==> config.mk <==
export PLATFORM = sky130hd
export DESIGN_NAME = magnitude_db_heat_colormap_unit_flat
export DESIGN_NICKNAME = d
export VERILOG_FILES = /design/src/sv/mdhc_pkg.sv /design/src/sv/mdhc_ifs.sv /design/src/sv/mdhc_log2.sv /design/src/sv/mdhc_db.sv /design/src/sv/mdhc_color.sv /design/src/sv/magnitude_db_heat_colormap_unit.sv /design/src/flat_wrapper.sv
export SDC_FILE = /design/constraint.sdc
export NUM_CORES = 2
export LEC_CHECK = 0
export BUFFER_PORTS_ARGS = -buffer_cell sky130_fd_sc_hd__buf_2
export CORE_UTILIZATION = 34
export DETAILED_ROUTE_END_ITERATION = 6
export PLACE_DENSITY_LB_ADDON = 0.12
export SETUP_SLACK_MARGIN = 0.2
export SLEW_MARGIN = 20
export SYNTH_ARGS = -nofsm -noshare
export SYNTH_HDL_FRONTEND = slang
export SYNTH_SLANG_ARGS = --single-unit
export TNS_END_PERCENT = 5
==> constraint.sdc <==
create_clock -name clk -period 23.6 [get_ports clk]
set_input_delay 5.9 -clock clk [delete_from_list [all_inputs] [get_ports clk]]
set_output_delay 5.9 -clock clk [all_outputs]
set_load 0.01 [all_outputs]
==> src/sv/mdhc_pkg.sv <==
`timescale 1ns / 1ps
// Shared constants, types and the log2 fraction table for the dB heat colormap.
// No dependencies; the log2, dB, color and top-level files refer to this package by scoped names.

package mdhc_pkg;

	// 20*log10(2) in Q16: dB per octave of magnitude.
	localparam logic signed [19:0] DB_PER_OCT_Q16 = 20'sd394566;

	// Upper clamp of the window offset: 60 dB in Q.32.
	localparam int Y_W = 38;
	localparam logic [Y_W-1:0] Y_MAX = 38'd60 << 32;

	// Window offset shifted down by 16 bits, and the Q16 window position.
	localparam int Q_W = 22;
	localparam int U_W = 19;

	// floor(2^26 / 15): reciprocal used to divide by 15.
	localparam int RECIP_W = 23;
	localparam logic [RECIP_W-1:0] RECIP_15 = 23'd4473924;
	localparam int RECIP_SHIFT = 26;
	localparam int PROD_W = Q_W + RECIP_W;

	// Gradient segment codes.
	localparam logic [2:0] SEG_BLACK_BLUE   = 3'd0;
	localparam logic [2:0] SEG_BLUE_CYAN    = 3'd1;
	localparam logic [2:0] SEG_CYAN_YELLOW  = 3'd2;
	localparam logic [2:0] SEG_YELLOW_WHITE = 3'd3;

	typedef struct packed {
		logic [7:0] red;
		logic [7:0] green;
		logic [7:0] blue;
	} rgb_t;

	// log2(1 + i/16) in Q16 for i = 0..16.
	function automatic logic [16:0] log2_tab(input logic [4:0] idx);
		logic [16:0] val;
		unique case (idx)
			5'd0:    val = 17'd0;
			5'd1:    val = 17'd5732;
			5'd2:    val = 17'd11136;
			5'd3:    val = 17'd16248;
			5'd4:    val = 17'd21098;
			5'd5:    val = 17'd25711;
			5'd6:    val = 17'd30109;
			5'd7:    val = 17'd34312;
			5'd8:    val = 17'd38336;
			5'd9:    val = 17'd42196;
			5'd10:   val = 17'd45904;
			5'd11:   val = 17'd49472;
			5'd12:   val = 17'd52911;
			5'd13:   val = 17'd56229;
			5'd14:   val = 17'd59434;
			5'd15:   val = 17'd62534;
			5'd16:   val = 17'd65536;
			default: val = 17'd0;
		endcase
		return val;
	endfunction

endpackage

==> src/sv/mdhc_ifs.sv <==
`timescale 1ns / 1ps
// Valid/ready channel interfaces: magnitude input and RGB result.
// Does not depend on mdhc_pkg; the color channel carries plain 8-bit red, green and blue fields.

interface mdhc_mag_if #(
	parameter int MAG_WIDTH = 32
);
	logic                 valid;
	logic                 ready;
	logic [MAG_WIDTH-1:0] magnitude;

	modport source (output valid, output magnitude, input ready);
	modport sink (input valid, input magnitude, output ready);
endinterface

interface mdhc_rgb_if;
	logic       valid;
	logic       ready;
	logic [7:0] red;
	logic [7:0] green;
	logic [7:0] blue;

	modport source (output valid, output red, output green, output blue, input ready);
	modport sink (input valid, input red, input green, input blue, output ready);
endinterface

==> src/sv/mdhc_log2.sv <==
`timescale 1ns / 1ps
// Three-stage log2 unit: leading-one search, mantissa extraction, table interpolation.
// Depends on mdhc_pkg for the log2 fraction table.

module mdhc_log2 #(
	parameter int MAG_WIDTH     = 32,
	parameter int MAG_FRAC_BITS = 16,
	localparam int PW = $clog2(MAG_WIDTH),
	localparam int EW = $clog2(MAG_WIDTH + MAG_FRAC_BITS) + 1,
	localparam int LW = EW + 17
) (
	input  logic                 clk,
	input  logic                 arst_n,
	input  logic                 in_valid,
	output logic                 in_ready,
	input  logic [MAG_WIDTH-1:0] mag,
	output logic                 out_valid,
	input  logic                 out_ready,
	output logic signed [LW-1:0] lq,
	output logic                 nz
);

	logic                 en1, en2, en3;
	logic                 v_s1, v_s2, v_s3;
	logic [PW-1:0]        lead;
	logic [MAG_WIDTH-1:0] m_s1;
	logic [PW-1:0]        p_s1;
	logic                 nz_s1, nz_s2, nz_s3;
	logic [MAG_WIDTH+15:0] ext;
	logic [15:0]          below;
	logic signed [EW-1:0] e_next, e_s2;
	logic [3:0]           idx_s2;
	logic [11:0]          w_s2;
	logic [16:0]          t0, t1;
	logic [12:0]          diff;
	logic [24:0]          interp;
	logic [16:0]          frac;
	logic signed [LW-1:0] lq_next, lq_s3;

	assign en3      = !v_s3 || out_ready;
	assign en2      = !v_s2 || en3;
	assign en1      = !v_s1 || en2;
	assign in_ready = en1;

	// Highest set bit wins.
	always_comb begin
		lead = '0;
		for (int k = 0; k < MAG_WIDTH; k++) begin
			if (mag[k]) begin
				lead = PW'(k);
			end
		end
	end

	// Zero fill on the right so the 16 bits below the leading one always exist.
	assign ext    = {m_s1, 16'h0000};
	assign below  = ext[p_s1 +: 16];
	assign e_next = $signed({{(EW-PW){1'b0}}, p_s1}) - EW'(MAG_FRAC_BITS);

	assign t0      = mdhc_pkg::log2_tab({1'b0, idx_s2});
	assign t1      = mdhc_pkg::log2_tab(5'({1'b0, idx_s2}) + 5'd1);
	assign diff    = 13'(t1 - t0);
	assign interp  = 25'(diff) * 25'(w_s2);
	assign frac    = t0 + 17'(interp[24:12]);
	assign lq_next = LW'($signed({e_s2, 16'h0000})) + $signed({{(LW-17){1'b0}}, frac});

	always_ff @(posedge clk or negedge arst_n) begin
		if (!arst_n) begin
			v_s1 <= 1'b0;
			v_s2 <= 1'b0;
			v_s3 <= 1'b0;
		end else begin
			if (en1) v_s1 <= in_valid;
			if (en2) v_s2 <= v_s1;
			if (en3) v_s3 <= v_s2;
		end
	end

	always_ff @(posedge clk) begin
		if (en1 && in_valid) begin
			m_s1  <= mag;
			p_s1  <= lead;
			nz_s1 <= |mag;
		end
		if (en2 && v_s1) begin
			idx_s2 <= below[15:12];
			w_s2   <= below[11:0];
			e_s2   <= e_next;
			nz_s2  <= nz_s1;
		end
		if (en3 && v_s2) begin
			lq_s3 <= lq_next;
			nz_s3 <= nz_s2;
		end
	end

	assign out_valid = v_s3;
	assign lq        = lq_s3;
	assign nz        = nz_s3;

endmodule

==> src/sv/mdhc_db.sv <==
`timescale 1ns / 1ps
// Two-stage decibel scaler: log2 times 20*log10(2), then floor offset and clamp.
// Depends on mdhc_pkg for the scale factor and the window limit.

module mdhc_db #(
	parameter int MAG_WIDTH     = 32,
	parameter int MAG_FRAC_BITS = 16,
	localparam int EW = $clog2(MAG_WIDTH + MAG_FRAC_BITS) + 1,
	localparam int LW = EW + 17
) (
	input  logic                      clk,
	input  logic                      arst_n,
	input  logic                      in_valid,
	output logic                      in_ready,
	input  logic signed [LW-1:0]      lq,
	input  logic                      nz_in,
	input  logic signed [7:0]         floor_db,
	output logic                      out_valid,
	input  logic                      out_ready,
	output logic [mdhc_pkg::Q_W-1:0]  q,
	output logic                      nz
);

	localparam int DW = LW + 20;
	localparam int YW = DW + 1;

	logic                        en4, en5;
	logic                        v_s4, v_s5;
	logic signed [DW-1:0]        dq_next, dq_s4;
	logic                        nz_s4, nz_s5;
	logic signed [YW-1:0]        y_raw;
	logic signed [YW-1:0]        y_lim;
	logic [mdhc_pkg::Y_W-1:0]    y_cl;
	logic [mdhc_pkg::Q_W-1:0]    q_s5;

	assign en5      = !v_s5 || out_ready;
	assign en4      = !v_s4 || en5;
	assign in_ready = en4;

	assign dq_next = DW'(lq) * DW'(mdhc_pkg::DB_PER_OCT_Q16);

	assign y_raw = YW'(dq_s4) - YW'($signed({floor_db, 32'h0000_0000}));
	assign y_lim = $signed({{(YW-mdhc_pkg::Y_W){1'b0}}, mdhc_pkg::Y_MAX});

	always_comb begin
		priority if (y_raw < 0) begin
			y_cl = '0;
		end else if (y_raw > y_lim) begin
			y_cl = mdhc_pkg::Y_MAX;
		end else begin
			y_cl = y_raw[mdhc_pkg::Y_W-1:0];
		end
	end

	always_ff @(posedge clk or negedge arst_n) begin
		if (!arst_n) begin
			v_s4 <= 1'b0;
			v_s5 <= 1'b0;
		end else begin
			if (en4) v_s4 <= in_valid;
			if (en5) v_s5 <= v_s4;
		end
	end

	always_ff @(posedge clk) begin
		if (en4 && in_valid) begin
			dq_s4 <= dq_next;
			nz_s4 <= nz_in;
		end
		if (en5 && v_s4) begin
			q_s5  <= y_cl[mdhc_pkg::Y_W-1:16];
			nz_s5 <= nz_s4;
		end
	end

	assign out_valid = v_s5;
	assign q         = q_s5;
	assign nz        = nz_s5;

endmodule

==> src/sv/mdhc_color.sv <==
`timescale 1ns / 1ps
// Three-stage color stage: divide by 15 through a reciprocal, correct, map to RGB.
// Depends on mdhc_pkg for the reciprocal, segment codes and the color type.

module mdhc_color (
	input  logic                     clk,
	input  logic                     arst_n,
	input  logic                     in_valid,
	output logic                     in_ready,
	input  logic [mdhc_pkg::Q_W-1:0] q,
	input  logic                     nz_in,
	output logic                     out_valid,
	input  logic                     out_ready,
	output mdhc_pkg::rgb_t           rgb
);

	logic                          en6, en7, en8;
	logic                          v_s6, v_s7, v_s8;
	logic [mdhc_pkg::PROD_W-1:0]   prod;
	logic [mdhc_pkg::U_W-1:0]      u0_s6, u_s7;
	logic [mdhc_pkg::Q_W-1:0]      q_s6;
	logic                          nz_s6, nz_s7;
	logic [mdhc_pkg::Q_W-1:0]      rem;
	logic [mdhc_pkg::U_W-1:0]      u_next;
	logic [2:0]                    seg;
	logic [15:0]                   f;
	logic [23:0]                   up_p;
	logic [16:0]                   inv_f;
	logic [24:0]                   dn_p;
	logic [7:0]                    up, dn;
	mdhc_pkg::rgb_t                rgb_next, rgb_s8;

	assign en8      = !v_s8 || out_ready;
	assign en7      = !v_s7 || en8;
	assign en6      = !v_s6 || en7;
	assign in_ready = en6;

	assign prod = mdhc_pkg::PROD_W'(q) * mdhc_pkg::PROD_W'(mdhc_pkg::RECIP_15);

	// The truncated reciprocal undershoots by at most one, so one compare fixes it.
	assign rem    = q_s6 - mdhc_pkg::Q_W'({u0_s6, 4'h0}) + mdhc_pkg::Q_W'(u0_s6);
	assign u_next = (rem >= mdhc_pkg::Q_W'(15)) ? u0_s6 + 1'b1 : u0_s6;

	assign seg   = u_s7[mdhc_pkg::U_W-1:16];
	assign f     = u_s7[15:0];
	assign up_p  = {f, 8'h00} - 24'(f);
	assign inv_f = 17'h10000 - 17'(f);
	assign dn_p  = {inv_f, 8'h00} - 25'(inv_f);
	assign up    = up_p[23:16];
	assign dn    = dn_p[23:16];

	always_comb begin
		unique case (seg)
			mdhc_pkg::SEG_BLACK_BLUE:   rgb_next = '{red: 8'd0,   green: 8'd0,   blue: up};
			mdhc_pkg::SEG_BLUE_CYAN:    rgb_next = '{red: 8'd0,   green: up,     blue: 8'd255};
			mdhc_pkg::SEG_CYAN_YELLOW:  rgb_next = '{red: up,     green: 8'd255, blue: dn};
			mdhc_pkg::SEG_YELLOW_WHITE: rgb_next = '{red: 8'd255, green: 8'd255, blue: up};
			default:                    rgb_next = '{red: 8'd255, green: 8'd255, blue: 8'd255};
		endcase
		if (!nz_s7) begin
			rgb_next = '{red: 8'd0, green: 8'd0, blue: 8'd0};
		end
	end

	always_ff @(posedge clk or negedge arst_n) begin
		if (!arst_n) begin
			v_s6 <= 1'b0;
			v_s7 <= 1'b0;
			v_s8 <= 1'b0;
		end else begin
			if (en6) v_s6 <= in_valid;
			if (en7) v_s7 <= v_s6;
			if (en8) v_s8 <= v_s7;
		end
	end

	always_ff @(posedge clk) begin
		if (en6 && in_valid) begin
			u0_s6 <= prod[mdhc_pkg::PROD_W-1:mdhc_pkg::RECIP_SHIFT];
			q_s6  <= q;
			nz_s6 <= nz_in;
		end
		if (en7 && v_s6) begin
			u_s7  <= u_next;
			nz_s7 <= nz_s6;
		end
		if (en8 && v_s7) begin
			rgb_s8 <= rgb_next;
		end
	end

	assign out_valid = v_s8;
	assign rgb       = rgb_s8;

endmodule

==> src/sv/magnitude_db_heat_colormap_unit.sv <==
`timescale 1ns / 1ps
// Top level of the dB heat colormap: magnitude in, RGB out, floor register.
// Depends on mdhc_pkg, mdhc_ifs, mdhc_log2, mdhc_db and mdhc_color.
//
//   channel   direction  payload                      handshake
//   mag_in    in         magnitude [MAG_WIDTH-1:0]    valid / ready
//   rgb_out   out        red, green, blue [7:0]       valid / ready
//   cfg       in         cfg_wdata [7:0] (floor_db)   cfg_we, no wait
//
// One item per clock unless the output stalls; eight pipeline registers in all,
// the last of which is the output register.
// Each stage holds its own valid bit and advances when empty or when the next
// stage advances, so bubbles close up under backpressure and nothing is dropped.
// Reset clears all valid bits and loads floor_db with -60.

module magnitude_db_heat_colormap_unit #(
	parameter int MAG_WIDTH     = 32,
	parameter int MAG_FRAC_BITS = 16
) (
	input  logic             clk,
	input  logic             arst_n,
	mdhc_mag_if.sink         mag_in,
	mdhc_rgb_if.source       rgb_out,
	input  logic             cfg_we,
	input  logic [7:0]       cfg_wdata
);

	localparam int EW = $clog2(MAG_WIDTH + MAG_FRAC_BITS) + 1;
	localparam int LW = EW + 17;

	logic signed [7:0]         floor_db_q;
	logic                      lg_valid, lg_ready;
	logic signed [LW-1:0]      lg_lq;
	logic                      lg_nz;
	logic                      db_valid, db_ready;
	logic [mdhc_pkg::Q_W-1:0]  db_q;
	logic                      db_nz;
	logic [MAG_WIDTH-1:0]      mag;
	mdhc_pkg::rgb_t            rgb;

	always_ff @(posedge clk or negedge arst_n) begin
		if (!arst_n) begin
			floor_db_q <= -8'sd60;
		end else if (cfg_we) begin
			floor_db_q <= $signed(cfg_wdata);
		end
	end

	assign mag = mag_in.magnitude;

	mdhc_log2 #(
		.MAG_WIDTH     (MAG_WIDTH),
		.MAG_FRAC_BITS (MAG_FRAC_BITS)
	) u_log2 (
		.clk       (clk),
		.arst_n    (arst_n),
		.in_valid  (mag_in.valid),
		.in_ready  (mag_in.ready),
		.mag       (mag),
		.out_valid (lg_valid),
		.out_ready (lg_ready),
		.lq        (lg_lq),
		.nz        (lg_nz)
	);

	mdhc_db #(
		.MAG_WIDTH     (MAG_WIDTH),
		.MAG_FRAC_BITS (MAG_FRAC_BITS)
	) u_db (
		.clk       (clk),
		.arst_n    (arst_n),
		.in_valid  (lg_valid),
		.in_ready  (lg_ready),
		.lq        (lg_lq),
		.nz_in     (lg_nz),
		.floor_db  (floor_db_q),
		.out_valid (db_valid),
		.out_ready (db_ready),
		.q         (db_q),
		.nz        (db_nz)
	);

	mdhc_color u_color (
		.clk       (clk),
		.arst_n    (arst_n),
		.in_valid  (db_valid),
		.in_ready  (db_ready),
		.q         (db_q),
		.nz_in     (db_nz),
		.out_valid (rgb_out.valid),
		.out_ready (rgb_out.ready),
		.rgb       (rgb)
	);

	assign rgb_out.red   = rgb.red;
	assign rgb_out.green = rgb.green;
	assign rgb_out.blue  = rgb.blue;

endmodule

==> src/flat_wrapper.sv <==
// flat-port wrapper written by rule: the top's interface ports become plain ports
module magnitude_db_heat_colormap_unit_flat 
#(
	parameter int MAG_WIDTH     = 32,
	parameter int MAG_FRAC_BITS = 16
)
  (clk, arst_n, cfg_we, cfg_wdata, mag_in_valid, mag_in_magnitude, mag_in_ready, rgb_out_valid, rgb_out_red, rgb_out_green, rgb_out_blue, rgb_out_ready);
  mdhc_mag_if #(.MAG_WIDTH(MAG_WIDTH)) mag_in_i ();
  mdhc_rgb_if rgb_out_i ();
  input  logic clk;
  input  logic arst_n;
  input  logic cfg_we;
  input  logic [7:0] cfg_wdata;
  input wire logic [$bits(mag_in_i.valid)-1:0] mag_in_valid;
  input wire logic [$bits(mag_in_i.magnitude)-1:0] mag_in_magnitude;
  output wire logic [$bits(mag_in_i.ready)-1:0] mag_in_ready;
  output wire logic [$bits(rgb_out_i.valid)-1:0] rgb_out_valid;
  output wire logic [$bits(rgb_out_i.red)-1:0] rgb_out_red;
  output wire logic [$bits(rgb_out_i.green)-1:0] rgb_out_green;
  output wire logic [$bits(rgb_out_i.blue)-1:0] rgb_out_blue;
  input wire logic [$bits(rgb_out_i.ready)-1:0] rgb_out_ready;
  assign mag_in_i.valid = mag_in_valid;
  assign mag_in_i.magnitude = mag_in_magnitude;
  assign mag_in_ready = mag_in_i.ready;
  assign rgb_out_valid = rgb_out_i.valid;
  assign rgb_out_red = rgb_out_i.red;
  assign rgb_out_green = rgb_out_i.green;
  assign rgb_out_blue = rgb_out_i.blue;
  assign rgb_out_i.ready = rgb_out_ready;
  magnitude_db_heat_colormap_unit #(.MAG_WIDTH(MAG_WIDTH), .MAG_FRAC_BITS(MAG_FRAC_BITS)) u_core (.clk(clk), .arst_n(arst_n), .mag_in(mag_in_i), .rgb_out(rgb_out_i), .cfg_we(cfg_we), .cfg_wdata(cfg_wdata));
endmodule
==> results.sh <==
export IMPL_status="finished, final reports clean"
export IMPL_synth_xor_area_share_pct=4.540
export IMPL_ios=71
export IMPL_period_needed_ps=13710
export IMPL_synth_distinct_cells=100
export IMPL_die_width_um=311.4
export IMPL_critPathLaunchType="input pin"
export IMPL_gr_usage_met3_pct=1.491
export IMPL_overflow=0
export IMPL_r2r_end="u_core.u_log2.lq[20]"
export IMPL_tightest_slew_ps=948.8
export IMPL_core_area_mm2=0.09487
export IMPL_grt_busiest_layer="met2"
export IMPL_hold_end="u_core.u_color.nz_s6"
export IMPL_synthCells=3360
export IMPL_grt_max_degree=58
export IMPL_synth_compound_area_share_pct=11.04
export IMPL_areaGrowthSynthToFinish_pct=9.171
export IMPL_yosys_area_share_simple_pct=12.23
export IMPL_holdWs_ps=411.2
export IMPL_hold_path_class="register to register"
export IMPL_dr_pass1_iters=5
export IMPL_reg2regPathDepth=47
export IMPL_cts_resized=0
export IMPL_antenna_found_initial=2
export IMPL_post_cts_buffers=0
export IMPL_rrSetupSlack_ps=11450
export IMPL_rsz0062_at_grt="false"
export IMPL_grtUsageMet2_pct=27.73
export IMPL_grt_pass1_vias=23280
export IMPL_place_congestion=0.8659
export IMPL_dp_cells=4627
export IMPL_drv_cap=0
export IMPL_criticalPathCategory="input pin to output port"
export IMPL_yosys_top_cells_area="edfxtp_1 (22%), ha_1 (19%), fa_1 (17%)"
export IMPL_cts_buffers=36
export IMPL_max_clock_freq_mhz=72.96
export IMPL_cts_sinks=268
export IMPL_hold_start="u_core.u_db.nz"
export IMPL_final_setup_viol_count=0
export IMPL_ys_flop_type="edfxtp_1"
export IMPL_hold_violations=0
export IMPL_cts_tree="built"
export IMPL_cp_max_fo=6
export IMPL_htree_levels=2
export IMPL_initial_core_util_pct=34.31
export IMPL_syn_area_mm2=0.03255
export IMPL_post_route_util_pct=37.46
export IMPL_clock_latency_ps=580
export IMPL_netlist_area_leader_share_pct=21.77
export IMPL_endpoint_kind="output port"
export IMPL_cts_hold_buf=0
export IMPL_synth_adder_area_share_pct=36.48
export IMPL_drc=0
export IMPL_totalWireLength_mm=77.82
export IMPL_syn_nets=4186
export IMPL_r2r_start="u_core.u_log2.idx_s2[0]"
export IMPL_setup_tns_ps=0
export IMPL_synth_mux_area_share_pct=3.121
export IMPL_drtIter0Drc=997
export IMPL_timing_final_crit_share_pct=58.08
export IMPL_final_cells=4694
export IMPL_synth_area_leader_cell="edfxtp_1"
export IMPL_grt_use_met1_pct=22.38
export IMPL_dpl_hpwl_mm=64.63
export IMPL_vias=22760
export IMPL_yosysSeqAreaShare_pct=24.00
export IMPL_fin_skew_ps=46.89
export IMPL_numPortBuffers=70
export IMPL_clock_root_buffer="clkbuf_16"
export IMPL_final_layout_size_suffix_gt1_share_pct=7.089
export IMPL_synth_edf_count=236
export IMPL_cp_startpoint="rgb_out_ready"
export IMPL_cts_buffer_depth=3
export IMPL_final_max_slew_violation_count=0
export IMPL_avgSynthCellArea_um2=9.688
export IMPL_layout_nets=4226
export IMPL_async_flop_share_pct=5.970
export IMPL_yosys_warnings=0
export IMPL_cp_arrival_ps=7810
export IMPL_multiInputGateArea_mm2=0.02199
export IMPL_drtAntennaViolNets=0
export IMPL_synth_top_family_by_area="adder cells"
export IMPL_grt_pass1_wl_mm=126.9
export IMPL_seq_area_mm2=0.007811
export IMPL_rows=113
export IMPL_clk_pin_slew_ps=60
export IMPL_crit_required_ps=17700
export IMPL_fillers=9557
export IMPL_maxSlewHeadroom_pct=36.75
export IMPL_min_path_cells=0
export IMPL_die_area_mm2=0.09698
export IMPL_die_height_um=311.4
export IMPL_viasPerCell=4.848
export IMPL_synth_seq_cells=268
export IMPL_avgRoutedWirePerCell_um=16.58
export IMPL_grt_usage_pct=16.31
-- sequential cells by signal, summed over array words and instances, names as in the netlist, 4 cells and up --
| signal | flops |
|---|---|
| u_core.u_db.dq_s4 | 43 |
| u_core.u_log2.m_s1 | 31 |
| u_core.u_color.rgb | 24 |
| u_core.u_log2.lq | 23 |
| u_core.u_color.q_s6 | 22 |
| u_core.u_db.q | 22 |
| u_core.u_color.u0_s6 | 19 |
| u_core.u_color.u_s7 | 19 |
| u_core.u_log2.t0 | 16 |
| u_core.u_log2.w_s2 | 12 |
| u_core.floor_db_q | 8 |
| u_core.u_log2.e_s2 | 5 |
| u_core.u_log2.p_s1 | 5 |
| u_core.u_log2.idx_s2 | 4 |
-- worst max-delay path, stage by stage --
cell and delay, ps:
buf_2 130, nor2b_1 440, nand4_1 230, nor2_1 670, nand4_1 250, buf_2 200
-- through the flow --
stage,area [um^2],setup slack [ps]
floorplan,32550,11000
global placement,34330,9979
detailed placement,34330,9971
CTS,35510,9955
global route,35530,9744
finish,35540,9894
-- how the worst max path moves through the flow --
stage | to | cells past startpoint
after floorplan | mag_in_ready | 4
after global placement | mag_in_ready | 6
after detailed placement | mag_in_ready | 6
after CTS | mag_in_ready | 6
after global routing | mag_in_ready | 6
final | mag_in_ready | 6
-- cell families (layout without fill, tap and decap cells) --
logic type                 count (synthesis)  after routing
other                                      0              1
buffers and inverters                    738            806
xor gates and xnor gates                 167            167
and+or+nand+nor                          780            780
AOI/OAI and AO/OA                        545            545
DFF                                      268            268
muxes                                     81             81
adders and majority gates                781            781
-- synthesized netlist by cell type, types with 14 or more instances --
cell type and number:
a21oi_1 152, a21boi_0 15, inv_1 638, nor4_1 31, or3_1 15, dfxtp_1 16, nor3_1 50, nand3_1 59
fa_1 280, ha_1 501, nand2_1 209, mux2i_1 45, o21ai_0 103, nor2_1 136, and2_1 72, clkbuf_1 74
a21o_1 35, xor2_1 33, mux4_2 14, nand2b_1 56, o21a_1 23, edfxtp_1 236, and3_1 23, a211oi_1 26
o22ai_1 14, xnor2_1 133, mux2_2 20, o21bai_1 24, o211ai_1 19, nand4_1 33, nor2b_1 43, a31oi_1 17
-- area by class of cell --
| type | count | share of cell area, % |
|---|---|---|
| Sequential cell | 268 | 21.98 |
| Clock inverter | 26 | 0.6760 |
| Multi-Input combinational cell | 2354 | 61.89 |
| Inverter | 642 | 6.781 |
| Tap cell | 1265 | 4.454 |
| Antenna cell | 1 | 0.007042 |
| Timing Repair Buffer | 98 | 1.577 |
| Clock buffer | 40 | 2.634 |
-- layer usage --
| metal | vias to the layer above | wire length, um |
|---|---|---|
| li1 | 11480 | - |
| met1 | 10940 | 37080 |
| met2 | 265 | 37200 |
| met3 | 73 | 2022 |
| met4 | 0 | 1516 |
| met5 | - | 0 |
-- layout by cell type, fill, tap and decap left out, types with 15 or more instances in the layout --
cell type  count
o21a_1        23
and3_1        23
nor2b_1       41
nand2_1      209
clkbuf_16     36
nand4_1       33
xor2_1        32
mux2_2        20
a21o_1        35
xnor2_1      132
a31oi_1       17
inv_1        638
nand3_1       59
o21bai_1      24
nor2_1       136
dfxtp_1       16
a211oi_1      26
ha_1         501
fa_1         280
nand2b_1      56
nor4_1        31
o21ai_0      103
and2_1        69
edfxtp_1     236
buf_2         70
mux2i_1       45
nor3_1        50
or3_1         15
buf_4         28
a21oi_1      152
o211ai_1      19
Power is not shown: default switching activity piles up to over one toggle a cycle in this logic, so the estimate is an artifact.
